==> src/rtl/core/btc_pkg.sv <==
// Package for the breakpoint table converter.
// Holds item kinds, status codes, register addresses and shared types.
// No dependencies.
package btc_pkg;

	localparam int TableDepthDef = 64;
	localparam int FracBitsDef = 16;

	localparam logic [1:0] KIND_WRITE = 2'd0;
	localparam logic [1:0] KIND_FWD = 2'd1;
	localparam logic [1:0] KIND_REV = 2'd2;

	localparam logic [1:0] ST_OK = 2'd0;
	localparam logic [1:0] ST_EXTRAP = 2'd1;
	localparam logic [1:0] ST_ZERO_SLOPE = 2'd2;

	localparam logic [0:0] REG_ENTRY_COUNT = 1'd0;
	localparam logic [6:0] ENTRY_COUNT_RESET = 7'd2;

	// controller to datapath
	typedef struct packed {
		logic load;      // latch input item, start at p0
		logic rd;        // issue table read at p
		logic inc;       // p <= p + 1
		logic dec;       // p <= p - 1
		logic mul_go;    // start forward product
		logic div_go;    // start reverse divide
		logic div_step;  // one divider step
		logic fin;       // form result register
	} btc_cmd_t;

	// datapath to controller
	typedef struct packed {
		logic rev;       // reverse conversion
		logic rising;    // key rises over start segment
		logic v_gt_hi;   // v > key[p+1]
		logic v_le_hi;   // v <= key[p+1]
		logic v_lt_lo;   // v < key[p]
		logic v_gt_lo;   // v > key[p]
		logic at_top;    // p == n-2
		logic at_zero;   // p == 0
		logic zero_slope;
		logic div_done;
	} btc_sts_t;

endpackage

==> src/rtl/core/btc_ctrl.sv <==
// Controller for the breakpoint table converter.
// Sequences table reads, the segment walk and the arithmetic. Uses btc_pkg.
module btc_ctrl import btc_pkg::*; (
	input  logic     clk,
	input  logic     arst_n,
	input  logic     start,
	input  btc_sts_t sts,
	output btc_cmd_t cmd,
	output logic     busy,
	output logic     set_extrap,
	output logic     done
);

	localparam logic [3:0] S_IDLE = 4'd0;
	localparam logic [3:0] S_RD0 = 4'd1;  // read start segment pair
	localparam logic [3:0] S_DIR = 4'd2;  // pick direction
	localparam logic [3:0] S_UP = 4'd3;
	localparam logic [3:0] S_UPRD = 4'd4;
	localparam logic [3:0] S_DN = 4'd5;
	localparam logic [3:0] S_DNRD = 4'd6;
	localparam logic [3:0] S_CALC = 4'd7;
	localparam logic [3:0] S_MUL = 4'd8;
	localparam logic [3:0] S_DIV = 4'd9;
	localparam logic [3:0] S_FIN = 4'd10;
	localparam logic [3:0] S_DIVGO = 4'd11;  // load divider from fresh read

	logic [3:0] state_q, state_d;
	logic rising_q, rising_d;

	always_comb begin
		state_d = state_q;
		rising_d = rising_q;
		cmd = '0;
		set_extrap = 1'b0;
		done = 1'b0;
		case (state_q)
			S_IDLE: begin
				if (start) begin
					cmd.load = 1'b1;
					state_d = S_RD0;
				end
			end
			S_RD0: begin
				cmd.rd = 1'b1;
				state_d = S_DIR;
			end
			S_DIR: begin
				rising_d = sts.rising;
				state_d = S_UP;
			end
			S_UP: begin
				// climb while the value lies beyond the upper key
				if (rising_q ? sts.v_gt_hi : sts.v_le_hi) begin
					if (sts.at_top) begin
						cmd.inc = 1'b1;
						set_extrap = 1'b1;
						state_d = S_CALC;
					end else begin
						cmd.inc = 1'b1;
						state_d = S_UPRD;
					end
				end else begin
					state_d = S_DN;
				end
			end
			S_UPRD: begin
				cmd.rd = 1'b1;
				state_d = S_UP;
			end
			S_DN: begin
				if (rising_q ? sts.v_lt_lo : sts.v_gt_lo) begin
					if (sts.at_zero) begin
						set_extrap = 1'b1;
						state_d = S_CALC;
					end else begin
						cmd.dec = 1'b1;
						state_d = S_DNRD;
					end
				end else begin
					state_d = S_CALC;
				end
			end
			S_DNRD: begin
				cmd.rd = 1'b1;
				state_d = S_DN;
			end
			S_CALC: begin
				cmd.rd = 1'b1;
				state_d = sts.rev ? S_DIVGO : S_MUL;
			end
			S_MUL: begin
				cmd.mul_go = 1'b1;
				state_d = S_FIN;
			end
			S_DIVGO: begin
				cmd.div_go = 1'b1;
				state_d = S_DIV;
			end
			S_DIV: begin
				if (sts.zero_slope) begin
					state_d = S_FIN;
				end else begin
					cmd.div_step = 1'b1;
					if (sts.div_done) state_d = S_FIN;
				end
			end
			S_FIN: begin
				cmd.fin = 1'b1;
				done = 1'b1;
				state_d = S_IDLE;
			end
			default: state_d = S_IDLE;
		endcase
	end

	assign busy = (state_q != S_IDLE);

	always_ff @(posedge clk or negedge arst_n) begin
		if (!arst_n) begin
			state_q <= S_IDLE;
			rising_q <= 1'b0;
		end else begin
			state_q <= state_d;
			rising_q <= rising_d;
		end
	end

endmodule

==> config.mk <==
export PLATFORM = sky130hd
export DESIGN_NAME = btc_ctrl
export DESIGN_NICKNAME = d
export VERILOG_FILES = /design/src/rtl/core/btc_pkg.sv /design/src/rtl/core/btc_ctrl.sv
export SDC_FILE = /design/constraint.sdc
export NUM_CORES = 1
export LEC_CHECK = 0
export BUFFER_PORTS_ARGS = -buffer_cell sky130_fd_sc_hd__buf_2
export CORE_AREA = 2 2 39 41
export DETAILED_ROUTE_END_ITERATION = 8
export DIE_AREA = 0 0 41 43
export GPL_TIMING_DRIVEN = 0
export SETUP_SLACK_MARGIN = 0.1
export SYNTH_ARGS = -nofsm -noshare
export SYNTH_HDL_FRONTEND = slang
export SYNTH_SLANG_ARGS = --single-unit
==> constraint.sdc <==
create_clock -name clk -period 1.59 [get_ports clk]
set_clock_uncertainty 0.1 [all_clocks]
set_input_delay 0.318 -clock clk [delete_from_list [all_inputs] [get_ports clk]]
set_output_delay 0.318 -clock clk [all_outputs]
set_load 0.02 [all_outputs]
After elaboration in Yosys (flattened, before gate mapping)
Cells that the tools add are included.

$add $sub $neg: 0. $mul: 0. Div/mod/pow operators: 0. Magnitude comparators: 0. Equal/unequal tests: 13. Shift-type cells: 0. Muxes and demuxes: 29. Bitwise operators: 0. Reduce and logical (&&, ||, !) cells: 5.

Operators by type and width (count): $pmux W4 S10 (1); $mux W1 (21); $eq A4 B3 Y1 const B (4); $eq A4 B4 Y1 const B (4); $mux W4 (3); $eq A4 B2 Y1 const B (2); $mux W2 (3); $eq A4 B1 Y1 const B (1); $logic_not A4 Y1 (1); $reduce_bool A4 Y1 (1); $reduce_or A4 Y1 (1); $ne A3 B3 Y1 const B (1); $ne A2 B2 Y1 const B (1); $pmux W1 S2 (1); $reduce_and A2 Y1 (1); $reduce_or A2 Y1 (1).

Register bits: 5. Bits in latches: 0. RAM bits: 0. ROM bits: 0. Input bits: 13. Output and inout port bits: 11. Word-level logic and storage cells: 49. Memories kept: 0.

Logic depth before layout (Yosys ltp)
Depth after elaboration: 3. Depth in mapped cells: 5. Depth with buffers taken out: 4.

Worst setup path after synthesis
Ideal clock, no wire load.

Path kind: register -> output. Start point: register state_q[3]. End point: output set_extrap. Arrival time: 1498 ps. Data required time: 1172 ps. Slack: -326 ps. Cell stages (with the launch flop): 4. Buffers on the path: 1. Cells stage by stage: dfrtp_1 > buf_2 > nand2b_1 > o41ai_1.

Word-level cells in the longest chain between the ends: 2. Elaborated cells between the ends (all ways): 3. Classes of those cells: 2 x eq/ne; 1 x mux.

RTL lines: start, declared (line btc_ctrl.sv:27) `logic [3:0] state_q, state_d;`; start signal, assigned (line btc_ctrl.sv:123) `state_q <= state_d;`; $eq A4 B3 Y1 or $eq A4 B2 Y1 (tied branches) (line btc_ctrl.sv:36) `case (state_q)`; $pmux W1 S2 * (line btc_ctrl.sv:36); end, declared (line btc_ctrl.sv:10) `output logic set_extrap,`.

Every way passes the cells marked *; elsewhere a longest branch is shown, timed or not.

==> results by group <==
Power and ir drop
  • Lkg Pwr: about 0.47 nW
  • Internal power: 1.16 mW
  • Part of the power in the clock network: 0.077
  • Cell Pwr Density: 2020 mW/mm2
  • Combinational power share: 0.795
  • Power, Total: just over 2 mW
  • P_sw: 0.914 mW
  • Sw Share: 0.440
  • Power share of the sequential group: 0.128
  • Worst vdd ir: ~0.0011 V

Final layout
  • Fin util: 0.745
  • Layout Cells excl Fill: roughly 120
  • Antenna diode count: 0
  • Fraction of layout cells with a size suffix above 1: 0.790
  • Synth-to-Final Area Change: 141%
  • NumNets Final: roughly 110

Clock tree
  • Clk buf depth: 2
  • Cts bufs inserted: 3
  • Clock root buffer: clkbuf_4
  • Max H-tree Level: 1
  • Clock-pin slew on the worst setup and hold paths: ~40 ps
  • Clock latency on the worst-skew pair: 260 ps
  • CTS tree: done
  • CTS sink cnt: 5

STA
  • Final Cycle Share: 1.20
  • Final setup margin: -313 ps
  • Fmax: 525 MHz
  • Slew margin rel.: 0.797
  • Hold slack: roughly 200 ps
  • Tightest Pin Transition: between 300 and 400 ps
  • RSZ-0062 raised after global routing: true
  • Clock period minus worst slack: ~1900 ps
  • Final setup fails: 13
  • Fin. max-slew vios: 0
  • Final Hold Viols: 0

Setup path
  • Reg2Reg Launch Point: state_q[1]
  • CP top delay family: simple AND/OR/NAND/NOR gates
  • Worst Reg-to-Reg Cells: 6
  • CP Data Required Time: 1170 ps
  • CP Capture Type: output pin
  • Reg-to-reg setup timing slack: -50 ps
  • Buffers & Inverters on Critical Path: 1
  • CP cell instances: or4_4 > nor2_4 > buf_6
  • Crit-path slowest cell: or4_4
  • Worst Path Class, Setup: reg2out
  • RR Endpoint: state_q[1]
  • Crit path DAT: between 1000 and 1500 ps
  • Worst path max stage delay: between 500 and 600 ps
  • Startpoint type of the worst setup path: flop
  • Worst-path maximum fanout: 3

Min path
  • Hold Path End: rising_q
  • Hold path depth: 2
  • Hold crit path type: in2reg
  • Worst min-delay path startpoint: sts[8]

Placed design
  • Hpwl dp: ~920 um
  • Port buffer count: 23
  • Cell count after placement: ~90
  • Final GP Congestion: just under 0.8

Logic synthesis
  • Most area-hungry cell type in the Yosys netlist: dfrtp_1
  • Post-synthesis sequential area ratio: 0.292
  • Syn Inst Count: 52
  • Syn Area/Cell: 8.23 um2
  • Synth top area share: 0.292
  • Top_reg_cell synth: dfrtp_1
  • Top-count cell post-synth: nor2_1
  • Yosys warnings: 0
  • Post-synth ARST share: 1.00
  • Commonest cells in the netlist: 6 x nor2_1, 5 x dfrtp_1, 4 x nand2b_1
  • Yosys reg bits: 5
  • Syn Nets: 65
  • Post-Synthesis Cell Area: between 400 and 500 um2
  • Top cells by area, synth: dfrtp_1 29%, nand2b_1 5.8%, nor2_1 5.3%
  • Number of distinct library cells after synthesis: 27
  • Post-synth EDFFs: 0

Routing
  • DRT Pass-1 Iters: 4
  • DR vias: roughly 620
  • WL per Instance: 16.0 um
  • Avg Vias per Cell: around 5.3
  • DRC Markers: 0
  • Detailed Route WL: around 1900 um
  • DRT iter0 DRCs: 6
  • Post-DRT Antenna Nets: 0

Die
  • Core ar.: around 0.0014 mm2
  • Die ar.: about 0.0018 mm2
  • IO Pins: 24
  • Die X: just over 40 um
  • Initial Util: 0.309
  • # rows: 14
  • Chip height: ~43 um

Global routing
  • Global-route wire length before repair: between 2000 and 3000 um
  • Largest net degree at the start of global routing: 10
  • Vias in the first global route: ~600
  • Gr usage total: 0.248
  • Initial antenna violation count: 0
  • Overflow after GRT: 0

Flow run
  • Max-Cap Viols: 0

Run status
  • Status: finished, violations left
  • Failing checks: setup timing
-- final cells by class --
cell class                 count  area (um2)
tap                           16        20.0
multi-input combinational     40         442
buffer                         5        56.3
inverter                       2        7.51
fill                         103         353
sequential                     5         128
clock buffer                   4        26.3
timing repair buffer          44         352
-- power groups by stage --
| stage | Combinational (mW) | Clock (mW) | Sequential (mW) |
|---|---|---|---|
| 2_1_floorplan | 0.752 | 0 | 0.230 |
| 3_3_place_gp | 0.928 | 0 | 0.244 |
| 3_5_place_dp | 0.929 | 0 | 0.248 |
| 4_1_cts | 1.44 | 0.155 | 0.261 |
| 5_1_grt | 1.75 | 0.176 | 0.273 |
| 6_report | 1.65 | 0.160 | 0.265 |
-- logic make-up after synthesis --
logic type,share of synthesized area
AO/OA/AOI/OAI,0.222
XOR/XNOR,0.0205
buffers and inverters,0.0877
flip-flops,0.292
multiplexers,0.0731
AND/OR/NAND/NOR,0.304
-- flip-flops by register name, summed over array words and instances (netlist names) --
name,count
state_q,4
rising_q,1
-- metrics by stage --
step                instance area (um2)  setup TNS (ps)  worst slack, ps
floorplan                           529           -49.2            -49.2
CTS                                 961           -2020             -298
finish                             1030           -2310             -313
global route                       1030           -3070             -385
detailed placement                  664            -690             -193
global placement                    664            -696             -193
-- cells in the final DEF (no fill, tap or decap), drive strengths merged, types with 2 or more instances in the layout --
master	netlist	routed
o22ai	2	2
nor2	6	6
nand2b	4	4
inv	2	2
nor4	3	3
nor3	3	3
mux2i	2	2
a311oi	2	2
nand2	3	3
dfrtp	5	5
buf	5	48
clkbuf	0	4
o21ai	3	3
a21oi	2	2
-- what timing repair did --
| action | 4_1_cts | 5_1_grt |
|---|---|---|
| hold buffers | 1 | 0 |
| buffers inserted | 17 | 3 |
| endpoints found under the hold margin | 5 | 0 |
| setup endpoints to repair | 13 | 15 |
| pin swaps | 8 | 6 |
| resized for setup | 37 | 10 |
-- layer usage --
metal | vias up | wire length (um) | track usage
met1 | 307 | 810 | 0.302
met5 | - | 0 | 0
li1 | 289 | - | -
met3 | 3 | 63 | 0.0838
met2 | 18 | 964 | 0.384
met4 | 0 | 17 | 0.100
-- worst max-delay path by stage --
stage,endpoint,slack (ps),startpoint,cells past startpoint
after floorplan,set_extrap,-50,state_q[3],3
after global placement,set_extrap,-190,state_q[3],4
after detailed placement,set_extrap,-190,state_q[3],4
after CTS,cmd[7],-300,state_q[2],3
after global routing,set_extrap,-380,state_q[1],6
final,cmd[7],-310,state_q[2],3
(Power assumes the default switching activity.)
